[src/sv/msec_fifo.sv]
module msec_fifo #(
	parameter int WIDTH = 8,
	parameter int DEPTH = 2
) (
	input  logic             clk,
	input  logic             arst_n,
	input  logic             push,
	input  logic [WIDTH-1:0] wdata,
	output logic             full,
	input  logic             pop,
	output logic [WIDTH-1:0] rdata,
	output logic             empty
);

	localparam int PW = (DEPTH > 1) ? $clog2(DEPTH) : 1;
	localparam int CW = $clog2(DEPTH + 1);

	logic [WIDTH-1:0] mem_q [DEPTH];
	logic [PW-1:0]    wr_ptr_q;
	logic [PW-1:0]    rd_ptr_q;
	logic [CW-1:0]    cnt_q;
	logic             do_push;
	logic             do_pop;

	assign full    = (cnt_q == CW'(DEPTH));
	assign empty   = (cnt_q == '0);
	assign do_push = push && !full;
	assign do_pop  = pop && !empty;
	assign rdata   = mem_q[rd_ptr_q];

	always_ff @(posedge clk) begin
		if (do_push) begin
			mem_q[wr_ptr_q] <= wdata;
		end
	end

	always_ff @(posedge clk or negedge arst_n) begin
		if (!arst_n) begin
			wr_ptr_q <= '0;
			rd_ptr_q <= '0;
			cnt_q    <= '0;
		end else begin
			if (do_push) begin
				wr_ptr_q <= (wr_ptr_q == PW'(DEPTH - 1)) ? '0 : wr_ptr_q + 1'b1;
			end
			if (do_pop) begin
				rd_ptr_q <= (rd_ptr_q == PW'(DEPTH - 1)) ? '0 : rd_ptr_q + 1'b1;
			end
			if (do_push && !do_pop) begin
				cnt_q <= cnt_q + 1'b1;
			end else if (do_pop && !do_push) begin
				cnt_q <= cnt_q - 1'b1;
			end
		end
	end

endmodule

[config.mk]
export PLATFORM = sky130hd
export DESIGN_NAME = msec_fifo
export DESIGN_NICKNAME = d
export VERILOG_FILES = /design/src/sv/msec_fifo.sv
export SDC_FILE = /design/constraint.sdc
export NUM_CORES = 1
export LEC_CHECK = 0
export ABC_CLOCK_PERIOD_IN_PS = 2800
export BUFFER_PORTS_ARGS = -buffer_cell sky130_fd_sc_hd__buf_4
export CORE_MARGIN = 2
export CORE_UTILIZATION = 56
export CTS_BUF_LIST = sky130_fd_sc_hd__clkbuf_8
export CTS_CLUSTER_SIZE = 20
export DETAILED_ROUTE_END_ITERATION = 10
export PLACE_DENSITY = 0.85
export SYNTH_ARGS = -nofsm -noshare
export SYNTH_HDL_FRONTEND = slang
export SYNTH_SLANG_ARGS = --single-unit
[constraint.sdc]
create_clock -name clk -period 2.8 [get_ports clk]
set_input_delay 0.14 -clock clk [delete_from_list [all_inputs] [get_ports clk]]
set_output_delay 0.14 -clock clk [all_outputs]
set_load 0.01 [all_outputs]
==> summary.txt <==
GRT
  • Tot GR Track Use: 0.164
  • Initial antenna violation count: 0
  • Total gr overflow: 0
  • Number of global-route vias before repair: 385
  • Pin count of the biggest net entering global routing: 12
  • First-pass GRT wire length: about 1600 µm

Timing
  • WHS: approximately 0.07 ns
  • Pins Over Slew Limit: 0
  • Final period util: 0.562
  • Endpoints failing setup: 0
  • Hold Vio Cnt, Final: 0
  • Tightest Pin Transition: approximately 0.66 ns
  • Max frequency: between 600 and 700 MHz
  • Setup_tns: 0 ns
  • Fin Clk Skew: about 0.0038 ns
  • Slew HR: 0.555
  • RSZ-0062 raised after global routing: no
  • Min cycle time layout: between 1.5 and 2 ns

Clock tree
  • Max Root-Sink Buffers: 2
  • Num CTS Buffers: 3
  • CTS clk-pin slew, worst paths: approximately 0.070 ns
  • Clk sinks: 20
  • Worst-skew pair later-pin latency: approximately 0.25 ns
  • CTS resizes: 0
  • CTS Root Cell: clkbuf_8
  • CTS H-Tree Depth: 1
  • CTS tree: done

Power and ir drop
  • Pwr Total: ~1.0 mW
  • Pwr Density: 1000 nW/µm²
  • Pleak: 0.423 nW
  • Maximum vdd drop: ~0.57 mV

Routing
  • Via count: about 420
  • DR DRC count: 0
  • First-pass DRT Iterations: 2
  • DR iter-0 viols: 2
  • Vias per cell: about 5.0
  • Final wirelength: ~1100 µm
  • DR WL/cell: roughly 14 µm
  • Routed Antenna Nets: 0

Floorplan
  • Die extent in x: a little over 40 µm
  • Die H: between 40 and 50 µm
  • Core Rows: 13
  • Starting Density: 0.601
  • Area of the die: around 1700 µm²
  • Core area: 1300 µm²
  • IO Count: 22

Yosys
  • Unique cell type count in the Yosys netlist: 15
  • Seq cells post-synth: 20
  • Syn Area/Cell: ~18 µm²
  • Yosys warnings: 0
  • Synth Cell Area: about 780 µm²
  • Top FF cell, synth: edfxtp_1
  • Post-synth EDFFs: 16
  • Post-Syn Nets: 57
  • Seq/Total Area, Yosys: 0.742
  • Cells after Synth: 44
  • Asr flop ratio synth: 0.200

Critical path
  • Reg2reg end: mem_q[0][3]$_DFFE_PP_
  • Arrival time worst endpoint: between 1 and 1.5 ns
  • Crit. End Element: flip-flop
  • CP Class: reg2reg
  • Reg2reg start: cnt_q[0]$_DFFE_PN0P_
  • Startpoint types: flip-flop
  • Reg2reg path depth: 3
  • Crit Path Max Fanout: 8
  • R2R setup slack: 1.23 ns
  • Crit path required time: 2.69 ns

Final layout
  • Commonest non-fill, non-tap cell in the layout: buf_4
  • N_diodes: 0
  • Area Overhead vs Synth: 29.0%
  • Layout cells sized above 1: 0.406
  • Most frequent cells in the layout: buf_4, edfxtp_1, mux2_1
  • Finished Layout Cells: 84
  • Fin nets: 83
  • Final Instance Area: ~1000 µm²

Hold path
  • WHS Endpoint: mem_q[0][4]$_DFFE_PP_
  • Worst Hold Class: in2reg
  • Hold Path Stages: 1
  • Hold Startpoint: wdata[4]

Place
  • RePlAce Congestion: approximately 0.68
  • Input/output buffers: 21
  • Cells after DPL: just under 80
  • Dpl hpwl: 885 µm
  • Cell Area, Placed: 953 µm²

Run status
  • Outcome: finished, final reports clean

Flow run
  • Max Cap Viol: 0
==> repair_timing <==
action / 4_1_cts / 5_1_grt
endpoints found under the hold margin: 4 / 0
setup buffers: 0 / 0
hold buffers: 1 / 0
==> flip-flops by register name (all words and copies together) (netlist names) <==
name / cells
rd_ptr_q: 1
wr_ptr_q: 1
cnt_q: 2
mem_q: 16
==> power by group <==
group | leakage [nW] | internal (mW) | switching (mW)
clock | 0.0269 | 0.0973 | 0.0859
sequential | 0.195 | 0.417 | 0.0643
combinational | 0.200 | 0.192 | 0.154
==> metal layers <==
metal,wire [µm],track usage,vias to the layer above,part of all wire
met4,0,0.0726,0,0
met1,456,0.163,203,0.40
met3,54,0.0479,0,0.047
met5,0,0,-,0
met2,637,0.309,15,0.56
li1,-,-,206,-
==> metrics by stage <==
stage / util / setup WS [ns]
after detailed placement: 0.733 / 1.21
after global routing: 0.775 / 1.11
after CTS: 0.775 / 1.19
after global placement: 0.733 / 1.31
after floorplan: - / 1.41
final: 0.775 / 1.23
==> logic make-up (layout without fill, tap and decap cells) <==
group	count (synthesis)	in the layout	share of synthesized area
multiplexers	8	8	0.115
buffers and inverters	3	28	0.0160
AO/OA/AOI/OAI	1	1	0.00639
flip-flops	20	20	0.742
XOR/XNOR	5	5	0.0656
adder cells (fa/ha/maj)	1	1	0.0160
AND/OR/NAND/NOR	6	6	0.0384
==> final cells by class <==
cell class                      count  area [µm²]
Sequential cell                    20         581
Inverter                            2        7.51
Clock inverter                      1        3.75
Multi-Input combinational cell     21         189
Clock buffer                        3        41.3
Timing Repair Buffer               22         168
Fill cell                          80         293
Tap cell                           15        18.8
==> Yosys cell counts, types with 2 or more instances <==
cell,instances,area share
mux2_2,2,0.029
inv_1,2,0.0096
mux2_1,6,0.086
nor2_1,3,0.014
edfxtp_1,16,0.61
dfrtp_1,4,0.13
xnor2_1,2,0.022
xor2_1,2,0.022
==> how the worst max path moves through the flow <==
stage | cells past startpoint | slack, ns | start | endpoint
final | 3 | 1.23 | cnt_q[0]$_DFFE_PN0P_ | mem_q[0][3]$_DFFE_PP_
after global routing | 3 | 1.11 | cnt_q[0]$_DFFE_PN0P_ | mem_q[0][3]$_DFFE_PP_
after CTS | 3 | 1.19 | cnt_q[0]$_DFFE_PN0P_ | mem_q[0][3]$_DFFE_PP_
after detailed placement | 3 | 1.21 | cnt_q[0]$_DFFE_PN0P_ | mem_q[0][0]$_DFFE_PP_
after global placement | 3 | 1.31 | cnt_q[0]$_DFFE_PN0P_ | mem_q[0][0]$_DFFE_PP_
after floorplan | 3 | 1.41 | cnt_q[0]$_DFFE_PN0P_ | mem_q[0][0]$_DFFE_PP_
==> worst max-delay path: stages (launching register included) <==
cell      delay, ns
dfrtp_1        0.42
nand2b_1       0.18
nand2_2        0.10
nor2_1         0.52
Power figures use the tool's default switching activity.
