## src/sv/msec_pkg.sv

```systemverilog
package msec_pkg;

	localparam logic [5:0] OP_RTYPE = 6'h00;
	localparam logic [5:0] OP_J     = 6'h02;
	localparam logic [5:0] OP_BEQ   = 6'h04;
	localparam logic [5:0] OP_ADDI  = 6'h08;
	localparam logic [5:0] OP_LW    = 6'h23;
	localparam logic [5:0] OP_SW    = 6'h2B;

	localparam logic [5:0] FN_ADD = 6'h20;
	localparam logic [5:0] FN_SUB = 6'h22;
	localparam logic [5:0] FN_AND = 6'h24;
	localparam logic [5:0] FN_OR  = 6'h25;
	localparam logic [5:0] FN_SLT = 6'h2A;

	typedef enum logic [2:0] {
		OPC_NOP,
		OPC_ALU,
		OPC_ADDI,
		OPC_LW,
		OPC_SW,
		OPC_BEQ,
		OPC_J,
		OPC_ILL
	} op_cls_t;

	typedef enum logic [2:0] {
		ALU_ADD,
		ALU_SUB,
		ALU_AND,
		ALU_OR,
		ALU_SLT
	} alu_op_t;

	typedef struct packed {
		op_cls_t     cls;
		alu_op_t     alu;
		logic [4:0]  rs;
		logic [4:0]  rt;
		logic [4:0]  dest;
		logic        wr;
		logic        use_a;
		logic        use_b;
		logic [25:0] imm;
	} dec_t;

	typedef struct packed {
		logic [31:0] next_pc;
		logic        reg_write;
		logic [4:0]  reg_dest;
		logic [31:0] reg_value;
		logic        store_done;
		logic        branch_taken;
		logic        illegal;
	} res_t;

endpackage

```

## src/sv/msec_fifo.sv

```systemverilog
module msec_fifo #(
	parameter int WIDTH = 8,
	parameter int DEPTH = 2
) (
	input  logic             clk,
	input  logic             arst_n,
	input  logic             push,
	input  logic [WIDTH-1:0] wdata,
	output logic             full,
	input  logic             pop,
	output logic [WIDTH-1:0] rdata,
	output logic             empty
);

	localparam int PW = (DEPTH > 1) ? $clog2(DEPTH) : 1;
	localparam int CW = $clog2(DEPTH + 1);

	logic [WIDTH-1:0] mem_q [DEPTH];
	logic [PW-1:0]    wr_ptr_q;
	logic [PW-1:0]    rd_ptr_q;
	logic [CW-1:0]    cnt_q;
	logic             do_push;
	logic             do_pop;

	assign full    = (cnt_q == CW'(DEPTH));
	assign empty   = (cnt_q == '0);
	assign do_push = push && !full;
	assign do_pop  = pop && !empty;
	assign rdata   = mem_q[rd_ptr_q];

	always_ff @(posedge clk) begin
		if (do_push) begin
			mem_q[wr_ptr_q] <= wdata;
		end
	end

	always_ff @(posedge clk or negedge arst_n) begin
		if (!arst_n) begin
			wr_ptr_q <= '0;
			rd_ptr_q <= '0;
			cnt_q    <= '0;
		end else begin
			if (do_push) begin
				wr_ptr_q <= (wr_ptr_q == PW'(DEPTH - 1)) ? '0 : wr_ptr_q + 1'b1;
			end
			if (do_pop) begin
				rd_ptr_q <= (rd_ptr_q == PW'(DEPTH - 1)) ? '0 : rd_ptr_q + 1'b1;
			end
			if (do_push && !do_pop) begin
				cnt_q <= cnt_q + 1'b1;
			end else if (do_pop && !do_push) begin
				cnt_q <= cnt_q - 1'b1;
			end
		end
	end

endmodule

```

## src/sv/msec_front.sv

```systemverilog
module msec_front (
	input  logic           clk,
	input  logic           arst_n,
	input  logic           push,
	input  logic [31:0]    instruction_word,
	output logic           full,
	input  logic           pop,
	output msec_pkg::dec_t head,
	output logic           head_valid
);

	import msec_pkg::*;

	dec_t       dec;
	logic [5:0] op;
	logic [5:0] fn;
	logic       head_empty;

	assign op = instruction_word[31:26];
	assign fn = instruction_word[5:0];

	always_comb begin
		dec       = '0;
		dec.cls   = OPC_ILL;
		dec.alu   = ALU_ADD;
		dec.rs    = instruction_word[25:21];
		dec.rt    = instruction_word[20:16];
		dec.imm   = instruction_word[25:0];
		unique case (op)
			OP_RTYPE: begin
				dec.cls   = OPC_ALU;
				dec.dest  = instruction_word[15:11];
				dec.use_a = 1'b1;
				dec.use_b = 1'b1;
				unique case (fn)
					FN_ADD:  dec.alu = ALU_ADD;
					FN_SUB:  dec.alu = ALU_SUB;
					FN_AND:  dec.alu = ALU_AND;
					FN_OR:   dec.alu = ALU_OR;
					FN_SLT:  dec.alu = ALU_SLT;
					default: begin
						dec.cls   = (instruction_word == '0) ? OPC_NOP : OPC_ILL;
						dec.use_a = 1'b0;
						dec.use_b = 1'b0;
					end
				endcase
			end
			OP_ADDI: begin
				dec.cls   = OPC_ADDI;
				dec.dest  = instruction_word[20:16];
				dec.use_a = 1'b1;
			end
			OP_LW: begin
				dec.cls   = OPC_LW;
				dec.dest  = instruction_word[20:16];
				dec.use_a = 1'b1;
			end
			OP_SW: begin
				dec.cls   = OPC_SW;
				dec.use_a = 1'b1;
				dec.use_b = 1'b1;
			end
			OP_BEQ: begin
				dec.cls   = OPC_BEQ;
				dec.use_a = 1'b1;
				dec.use_b = 1'b1;
			end
			OP_J: begin
				dec.cls = OPC_J;
			end
			default: begin
				dec.cls = OPC_ILL;
			end
		endcase
		dec.wr = (dec.cls == OPC_ALU || dec.cls == OPC_ADDI || dec.cls == OPC_LW)
			&& (dec.dest != '0);
		if (!dec.wr) begin
			dec.dest = '0;
		end
	end

	msec_fifo #(
		.WIDTH($bits(dec_t)),
		.DEPTH(2)
	) u_queue (
		.clk    (clk),
		.arst_n (arst_n),
		.push   (push),
		.wdata  (dec),
		.full   (full),
		.pop    (pop),
		.rdata  (head),
		.empty  (head_empty)
	);

	assign head_valid = !head_empty;

endmodule

```

## config.mk

```make
export PLATFORM = sky130hd
export DESIGN_NAME = msec_front
export DESIGN_NICKNAME = d
export VERILOG_FILES = /design/src/sv/msec_pkg.sv /design/src/sv/msec_fifo.sv /design/src/sv/msec_front.sv
export SDC_FILE = /design/constraint.sdc
export NUM_CORES = 1
export LEC_CHECK = 0
export ABC_AREA = 1
export BUFFER_PORTS_ARGS = -buffer_cell sky130_fd_sc_hd__buf_4
export CORE_ASPECT_RATIO = 1.75
export CORE_UTILIZATION = 45
export DETAILED_ROUTE_END_ITERATION = 7
export PLACE_DENSITY = 0.76
export SYNTH_ARGS = -nofsm -noshare
export SYNTH_HDL_FRONTEND = slang
export SYNTH_HIERARCHICAL = 1
export SYNTH_SLANG_ARGS = --single-unit
```

## constraint.sdc

```tcl
create_clock -name clk -period 3.8 [get_ports clk]
set_clock_uncertainty 0.2 [all_clocks]
set_input_delay 0.57 -clock clk [delete_from_list [all_inputs] [get_ports clk]]
set_output_delay 0.57 -clock clk [all_outputs]
set_load 0.02 [all_outputs]
```

==> impl_results.md, run 1 <==
- Status: finished clean
- Largest net degree at the start of global routing: 52
- Placed insts: 602
- DR vias/cell: 4.885
- Synth Instances: 401
- Final max-slew violation count: 0
- Sequential area share after synthesis: 69.55%
- Clock tree root driver cell: clkbuf_16
- DR WL/cell: 14.66 µm
- Vias in the first global route: 3074
- Max Clk Rate: 0.3898 GHz
- Yosys reg bits: 104
- DP Area: 5213 µm²
- Post-CTS Hold Fix Bufs: 1
- Min-delay worst type: primary input to register
- Post-synth top area share: 67.30%
- CP Launch Type: register
- Diodes inserted: 0
- Area Overhead vs Synth: 22.80%
- Commonest cells after routing, fill and taps aside: 181 x nand2_1, 100 x edfxtp_1, 90 x buf_4
- H-tree depth: 3
- Layout Utilization: 57.51%
- Avg Inst Size Synth: 11.13 µm²
- Routability cong.: 0.8453
- Die Y: 133.7 µm
- Max-cap violations: 0
- Hold Slack: 224.9 ps
- PD cells: 741.2 nW/µm²
- Area contributors post-synth: edfxtp_1 67%, nand2_1 15%, dfrtp_1 2.2%, nor2_1 2.0%, inv_1 1.9%
- DRC viols: 0
- Row cnt: 47
- Commonest non-fill, non-tap cell in the layout: nand2_1
- Setup violations, final: 0
- Peak VDD IR: 0.5520 mV
- Post-Layout Cell Count: 619
- Synth cell types: 27
- Worst-margin pin slew: 1128 ps
- Slew margin rel.: 24.72%
- Worst slack at placement: 1390 ps
- Worst EP arrival: 1800 ps
- Post-synth EDFFs: 100
- Grt ovf: 0
- Share of cells above drive strength 1: 27.57%
- Core Region: 9527 µm²
- Ys async rst share: 3.846%
- Via count: 3024
- Final instance area: 5479 µm²
- Yosys top cell by area: edfxtp_1
- CTS tree: done
- Kind of critical path: register to output port
- CTS Sinks: 104
- CP max FO: 51
- Final worst-path cycle share: 67.51%
- Top FF cell, synth: edfxtp_1
- Clk_lat worst skew: 340 ps
- Inserted Clock Buffers: 9
- Worst Setup Slack, final: 1234 ps
- Die X: 77.27 µm
- Setup TNS: 0 ps
- TritonRoute pass-1 iters: 4
- Port buffer count: 87
- Tot GR Track Use: 18.48%
- Worst EP required: 3030 ps
- Synthesized area: 4462 µm²
- Leakage: 2.361 nW
- Syn nets: 438
- Synth warn: 6
- Clk slew on worst S/H paths: 60 ps
- Starting Density: 46.83%
- Tmin final: 2566 ps
- RSZ-0062 raised after global routing: false
- Initial antenna violation count: 0
- FILL cells: 804
- Post-DP HPWL: 6.367 mm
- Final Hold Fails: 0
- Routed WL: 9.075 mm
- Global-route wire length before repair: 14.19 mm
- ANT nets after route: 0
- Total Power: 4.061 mW
- Cts repair resizes: 0
- I/O pin cnt: 88
- CTS Buffer Depth: 2
- Worst setup EP type: output port
- Post CTS Setup Buffer Count: 0
- Starting DRC count in detailed routing: 216
- Number of nets in the layout: 529
- Die area: 10330 µm²
final cells by class:
cell class | instances | area (µm²) | share of cell area (%)
Timing Repair Buffer | 91 | 685.7 | 12.51
Clock buffer | 11 | 232.7 | 4.248
Tap cell | 122 | 152.6 | 2.786
Multi-Input combinational cell | 258 | 1175 | 21.44
Inverter | 28 | 105.1 | 1.918
Sequential cell | 104 | 3104 | 56.66
Clock inverter | 5 | 23.77 | 0.4339
critical path, cell delays in order, from the launching register on:
cell     delay [ps]
dfrtp_2         400
inv_2           630
nand2_1         140
nand2_1         120
buf_4           140
final timing paths:
path / startpoint / to / slack [ps] / cells past startpoint
setup / recovery: u_queue/rd_ptr_q$_DFFE_PN0P_ / head[47] / 1230 / 4
hold / removal: instruction_word[5] / u_queue/mem_q[0][5]$_DFFE_PP_ / 220 / 1
setup reg to reg: u_queue/cnt_q[0]$_DFFE_PN0P_ / u_queue/mem_q[1][17]$_DFFE_PP_ / 1550 / 3
hold reg to reg: u_queue/wr_ptr_q$_DFFE_PN0P_ / u_queue/wr_ptr_q$_DFFE_PN0P_ / 310 / 2
max in group asynchronous: arst_n / u_queue/rd_ptr_q$_DFFE_PN0P_ / 2930 / 2
min in group asynchronous: arst_n / u_queue/wr_ptr_q$_DFFE_PN0P_ / 360 / 2
Yosys cell counts (3+ instances only):
library cell,n
nor2_2,12
nand3_2,3
dfrtp_1,4
nand2_2,3
nand2_4,3
buf_2,6
edfxtp_1,100
inv_2,6
inv_1,22
nor2_4,4
nand4_1,3
nand2_1,181
nand3_1,8
o21ai_0,4
buf_6,5
nor2_1,24
sequential cells by signal (all words and copies together) (netlist names):
signal            flops
u_queue/cnt_q         2
u_queue/rd_ptr_q      1
u_queue/mem_q       100
u_queue/wr_ptr_q      1
cells by family (layout without fill, tap and decap cells):
logic type / Yosys count / after routing / share of synthesized area (%)
and+or+nand+nor: 247 / 247 / 24.28
DFF: 104 / 104 / 69.55
buffers and inverters: 39 / 135 / 4.290
AOI/OAI and AO/OA: 9 / 9 / 1.402
adders and majority gates: 1 / 1 / 0.2804
xor gates and xnor gates: 1 / 1 / 0.1963
power breakdown:
part | switching, mW | total [mW] | internal (mW) | leakage [nW]
sequential | 0.0735 | 1.64 | 1.57 | 0.971
combinational | 1.06 | 1.62 | 0.559 | 1.27
clock | 0.362 | 0.798 | 0.436 | 0.122
routing by layer:
metal | wire length, µm | vias to the layer above | track usage [%]
met2 | 5232 | 84 | 34.56
met4 | 316 | 0 | 11.53
met5 | 0 | - | 0
li1 | - | 1495 | -
met1 | 3158 | 1425 | 18.58
met3 | 367 | 20 | 3.014
Power figures use the tool's default switching activity.
==> run 2, diff against run 1 <==
- PLACE_DENSITY: 0.76 -> 0.79
- clock period: 3.8 -> 2.3 ns (I/O delays scaled with it)
==> run 2 against run 1 <==
Against the previous run: sequential share of layout area decreased by 1.7 points; cell area up 3.1%; worst setup slack lost 1100 ps; non-clock buffer count is 10 higher; via count increased by 3.0%; clock power rose by 79%; critical path depth unchanged; sequential cell count stayed put; critical endpoint is now head[46]; largest cell class unchanged; largest power group is now combinational cells; highest routed layer unchanged.
==> impl_results.md, run 2 (same netlist as run 1, synthesis figures left out) <==
- Routed WL: 9.526 mm
- Clock tree root driver cell: clkbuf_16
- Largest net degree at the start of global routing: 52
- Worst EP arrival: 1590 ps
- Die X: 77.27 µm
- Worst Hold Depth: 1
- Global-route wire length before repair: 15.47 mm
- Initial antenna violation count: 0
- Post CTS Setup Buffer Count: 0
- Final worst-path cycle share: 92.73%
- Max Clk Rate: 0.4689 GHz
- Starting DRC count in detailed routing: 200
- Setup TNS: 0 ps
- Tmin final: 2133 ps
- Final max-slew violation count: 0
- Worst setup EP type: output port
- Worst EP required: 1750 ps
- Area Overhead vs Synth: 26.58%
- Max-cap violations: 0
- Kind of critical path: register to output port
- CTS Buffer Depth: 2
- Clk_lat worst skew: 340 ps
- RSZ-0062 raised after global routing: false
- Tot GR Track Use: 20.17%
- Vias in the first global route: 3114
- Biggest regs: u_queue/mem_q (100), u_queue/cnt_q (2)
- Die area: 10330 µm²
- Final Hold Fails: 0
- Port buffer count: 87
- R2r startpoint: u_queue/cnt_q[0]$_DFFE_PN0P_
- Share of cells above drive strength 1: 28.06%
- TritonRoute pass-1 iters: 5
- R2R depth: 5
- DRC viols: 0
- Worst hold path endpoint: u_queue/mem_q[1][1]$_DFFE_PP_
- Worst-margin pin slew: 526.7 ps
- Leakage: 2.430 nW
- Commonest non-fill, non-tap cell in the layout: nand2_1
- Diodes inserted: 0
- Grt ovf: 0
- Core Region: 9527 µm²
- Inserted Clock Buffers: 9
- Number of nets in the layout: 539
- Hold Slack: 14.84 ps
- Starting Density: 46.83%
- Slew margin rel.: 64.88%
- PD cells: 1234 nW/µm²
- Min-delay src: instruction_word[1]
- CP Launch Type: register
- H-tree depth: 3
- Setup violations, final: 0
- Via count: 3115
- Status: finished clean
- Post-DP HPWL: 6.828 mm
- CTS tree: done
- Commonest cells after routing, fill and taps aside: 181 x nand2_1, 100 x edfxtp_1, 89 x buf_4
- CTS Sinks: 104
- DR vias/cell: 4.960
- Routability cong.: 0.8527
- Min-delay worst type: primary input to register
- RR Endpoint: u_queue/mem_q[0][32]$_DFFE_PP_
- Peak VDD IR: 0.8177 mV
- ANT nets after route: 0
- FILL cells: 779
- I/O pin cnt: 88
- Row cnt: 47
- DR WL/cell: 15.17 µm
- Largest Register: u_queue/mem_q
- Layout Utilization: 59.29%
- Die Y: 133.7 µm
- Clk slew on worst S/H paths: 60 ps
- Max reg flops: 100
- CP max FO: 51
- R2R Setup Slk: 340 ps
run 2: changes by cell type in the layout (fill, tap and decap cells not counted), sizes merged:
cell / before / now
inv: 28 / 27
clkinv: 4 / 5
dlygate4sd3: 1 / 8
bufinv: 0 / 1
buf: 90 / 93
clkbuf: 11 / 9
run 2: stage by stage:
stage | area, µm² | power (mW) | setup slack (ps) | std cells
finish | 5648 | 6.970 | 167.2 | 628
global placement | 5289 | 5.505 | 471.9 | 605
global route | 5648 | 7.331 | 70.21 | 628
detailed placement | 5289 | 5.588 | 369.2 | 605
floorplan | 4473 | 4.400 | 113.9 | 401
CTS | 5645 | 7.028 | 132.3 | 628
run 2: area by class of cell:
type                            instances  area (µm²)  share of cell area (%)
Clock inverter                          6       51.30                  0.9083
Sequential cell                       104        3104                   54.96
Timing Repair Buffer                  101       828.3                   14.67
Clock buffer                            9       225.2                   3.988
Tap cell                              122       152.6                   2.703
Inverter                               28       108.9                   1.927
Multi-Input combinational cell        258        1177                   20.85
run 2: how the worst max path moves through the flow:
stage	slack [ps]	to	start
2_1_floorplan	110	u_queue/mem_q[0][0]$_DFFE_PP_	u_queue/cnt_q[0]$_DFFE_PN0P_
3_5_place_dp	370	u_queue/mem_q[0][28]$_DFFE_PP_	u_queue/cnt_q[0]$_DFFE_PN0P_
6_report	170	head[46]	u_queue/rd_ptr_q$_DFFE_PN0P_
3_3_place_gp	470	u_queue/mem_q[0][26]$_DFFE_PP_	u_queue/cnt_q[0]$_DFFE_PN0P_
4_1_cts	130	head[46]	u_queue/rd_ptr_q$_DFFE_PN0P_
5_1_grt	70	head[46]	u_queue/rd_ptr_q$_DFFE_PN0P_
run 2: layer usage:
metal	share of wire, %	vias up	wire (µm)	global-route usage, %
met1	36	1492	3394	22.07
met3	3.8	18	362	2.740
li1	-	1512	-	-
met2	58	93	5500	36.73
met4	2.8	0	268	11.43
met5	0	-	0	0
run 2: what timing repair did:
item | in CTS | in global routing
endpoints found under the setup margin | 0 | 4
gates resized for setup | 0 | 1
hold endpoints to repair | 18 | 0
hold buffers | 8 | 0
run 2: critical path: stages (launching register included):
cell,delay (ps)
dfrtp_2,360
buf_4,450
nand2_1,150
nand2_1,130
buf_4,150
run 2: power by group:
part           total, mW  switching [mW]  internal, mW  leakage [nW]
Sequential          2.70           0.121          2.58         0.971
Combinational       2.84            1.81          1.03          1.32
Clock               1.43           0.610         0.821         0.138
Total               6.97            2.54          4.43          2.43
==> run 3, diff against run 2 <==
- CTS_BUF_LIST: not set -> sky130_fd_sc_hd__clkbuf_8 sky130_fd_sc_hd__clkbuf_16
- PLACE_DENSITY: 0.79 -> 0.73
- clock period: 2.3 -> 1.8 ns (I/O delays scaled with it)
==> run 3 against run 2 <==
Against the previous run: the flow now finishes with violations (setup timing); die area stayed put; clock-buffer cell count stayed put; total power is 45% higher; sequential share of layout area is 5.8 points lower; non-clock buffer count is 28 higher.
==> impl_results.md, run 3 (same netlist as run 1, synthesis figures left out) <==
- Worst Path Buf+Inv: 3
- Routability cong.: 0.8530
- Clock tree root driver cell: clkbuf_16
- Clock share of power: 19.4%
- Post CTS Setup Buffer Count: 0
- CP Launch Type: register
- Final max-slew violation count: 0
- Max reg flops: 100
- DR WL/cell: 15.63 µm
- Clk slew on worst S/H paths: 70 ps
- Violated checks: setup timing
- Logic pwr share: 46.0%
- Internal: 6.390 mW
- R2r startpoint: u_queue/cnt_q[1]$_DFFE_PN0P_
- Largest net degree at the start of global routing: 27
- Row cnt: 47
- Tot GR Track Use: 20.53%
- Instance count on the critical path: 5
- Status: complete, but fails checks
- Kind of critical path: register to output port
- Tmin final: 1846 ps
- Post-Layout Cell Count: 657
- Worst-margin pin slew: 420.6 ps
- Worst EP arrival: 1380 ps
- Multi-input logic area: 1297 µm²
- Area taken by flip-flops and latches: 3105 µm²
- Initial antenna violation count: 0
- PD cells: 1596 nW/µm²
- Die X: 77.27 µm
- ANT nets after route: 0
- Global-route wire length before repair: 15.90 mm
- R2R Setup Slk: 120 ps
- I/O pin cnt: 88
- Number of nets in the layout: 567
- CTS Sinks: 104
- Crit path largest cell delay: 430 ps
- Setup violations, final: 22
- Starting Density: 46.83%
- RR Endpoint: u_queue/mem_q[1][9]$_DFFE_PP_
- Via count: 3235
- Peak VDD IR: 0.7390 mV
- DRC viols: 0
- Die Y: 133.7 µm
- Worst setup EP type: output port
- RSZ-0062 raised after global routing: true
- Commonest non-fill, non-tap cell in the layout: nand2_1
- Diodes inserted: 0
- Switching Fraction: 36.61%
- Vias in the first global route: 3286
- TritonRoute pass-1 iters: 4
- Worst slack at placement: 8.729 ps
- Total Power: 10.08 mW
- DR vias/cell: 4.924
- Starting DRC count in detailed routing: 166
- FILL cells: 705
- Commonest cells after routing, fill and taps aside: 134 x nand2_1, 100 x edfxtp_1, 50 x nand2_2
- Worst Setup Slack, final: -46.21 ps
- Largest Register: u_queue/mem_q
- Leakage: 2.649 nW
- Max Clk Rate: 0.5417 GHz
- Critical path's top delay family: buffers and inverters
- Most common cell on crit path: nand2_1
- Slew margin rel.: 71.67%
- Setup TNS: -305.2 ps
- Grt ovf: 0
- CTS tree: done
- Share of power burned in registers: 34.6%
- Placed insts: 611
- Area Overhead vs Synth: 41.53%
- Cell Chain, Critical Path: clkinv_4, buf_12, nand2_1, nand2_1, buf_6
- Routed WL: 10.27 mm
- Final worst-path cycle share: 102.6%
- Max-cap violations: 0
- Clk_lat worst skew: 340 ps
- Post-DP HPWL: 6.765 mm
- Inserted Clock Buffers: 9
- CP max FO: 13
- CP max stage cell: dfrtp_2
- Psw: 3.690 mW
- CTS Buffer Depth: 2
- Worst EP required: 1330 ps
- Port buffer count: 87
- Min-delay worst type: primary input to async pin
- Core Region: 9527 µm²
- R2R depth: 4
- Final Hold Fails: 0
- Share of cells above drive strength 1: 37.57%
- Biggest regs: u_queue/mem_q (100), u_queue/cnt_q (2)
- H-tree depth: 3
- Die area: 10330 µm²
==> run 3: how the worst max path moves through the flow <==
| stage | start | to | slack (ps) |
|---|---|---|---|
| 6_report | u_queue/rd_ptr_q$_DFFE_PN0P_ | head[14] | -50 |
| 5_1_grt | u_queue/rd_ptr_q$_DFFE_PN0P_ | head[8] | -80 |
| 4_1_cts | u_queue/rd_ptr_q$_DFFE_PN0P_ | head[14] | -30 |
| 3_5_place_dp | instruction_word[5] | u_queue/mem_q[0][30]$_DFFE_PP_ | 9 |
| 3_3_place_gp | instruction_word[26] | u_queue/mem_q[0][31]$_DFFE_PP_ | 50 |
| 2_1_floorplan | u_queue/cnt_q[1]$_DFFE_PN0P_ | u_queue/mem_q[0][0]$_DFFE_PP_ | -250 |
==> run 3: routing by layer <==
| layer | part of all wire, % | vias to the layer above | track usage (%) | wire length, µm |
|---|---|---|---|---|
| met4 | 1.4 | 0 | 7.442 | 144 |
| met2 | 59 | 101 | 39.77 | 6045 |
| met1 | 35 | 1552 | 21.48 | 3601 |
| li1 | - | 1576 | - | - |
| met5 | 0 | - | 0 | 0 |
| met3 | 4.6 | 6 | 3.699 | 474 |
==> run 3: cell type report <==
| type | instances | area share, % |
|---|---|---|
| clock buffers | 9 | 3.566 |
| clock inverters | 7 | 1.248 |
| inverters | 28 | 1.803 |
| multi-input cells | 258 | 20.55 |
| flip-flops and latches | 104 | 49.18 |
| well taps | 122 | 2.417 |
| repair buffers | 129 | 21.24 |
==> run 3: power groups by stage <==
stage / clock network [mW] / logic [mW] / registers (mW)
floorplan: 0 / 2.17 / 3.47
global placement: 0 / 3.70 / 3.48
detailed placement: 0 / 3.78 / 3.51
CTS: 1.98 / 4.12 / 3.47
global route: 2.08 / 4.94 / 3.54
finish: 1.96 / 4.64 / 3.48
==> run 3: through the flow <==
step / cell area (µm²) / util (%) / hold WS [ps]
global route: 6315 / 66.29 / 75.73
floorplan: 4482 / - / -225.6
detailed placement: 5368 / 56.34 / -126.0
CTS: 6068 / 63.70 / 52.07
finish: 6315 / 66.29 / 55.98
global placement: 5368 / 56.34 / -128.8
==> run 3: timing repair <==
action	in CTS	in global routing
endpoints found under the setup margin	35	50
hold endpoints to repair	77	0
hold buffers	28	0
cloned	0	2
gates resized for setup	35	65
==> run 3: worst register-to-register path, cell delays in order (launching register included) <==
cell and delay, ps:
dfrtp_1 410, inv_2 100, o21ai_0 160, nor2_4 270, buf_4 240
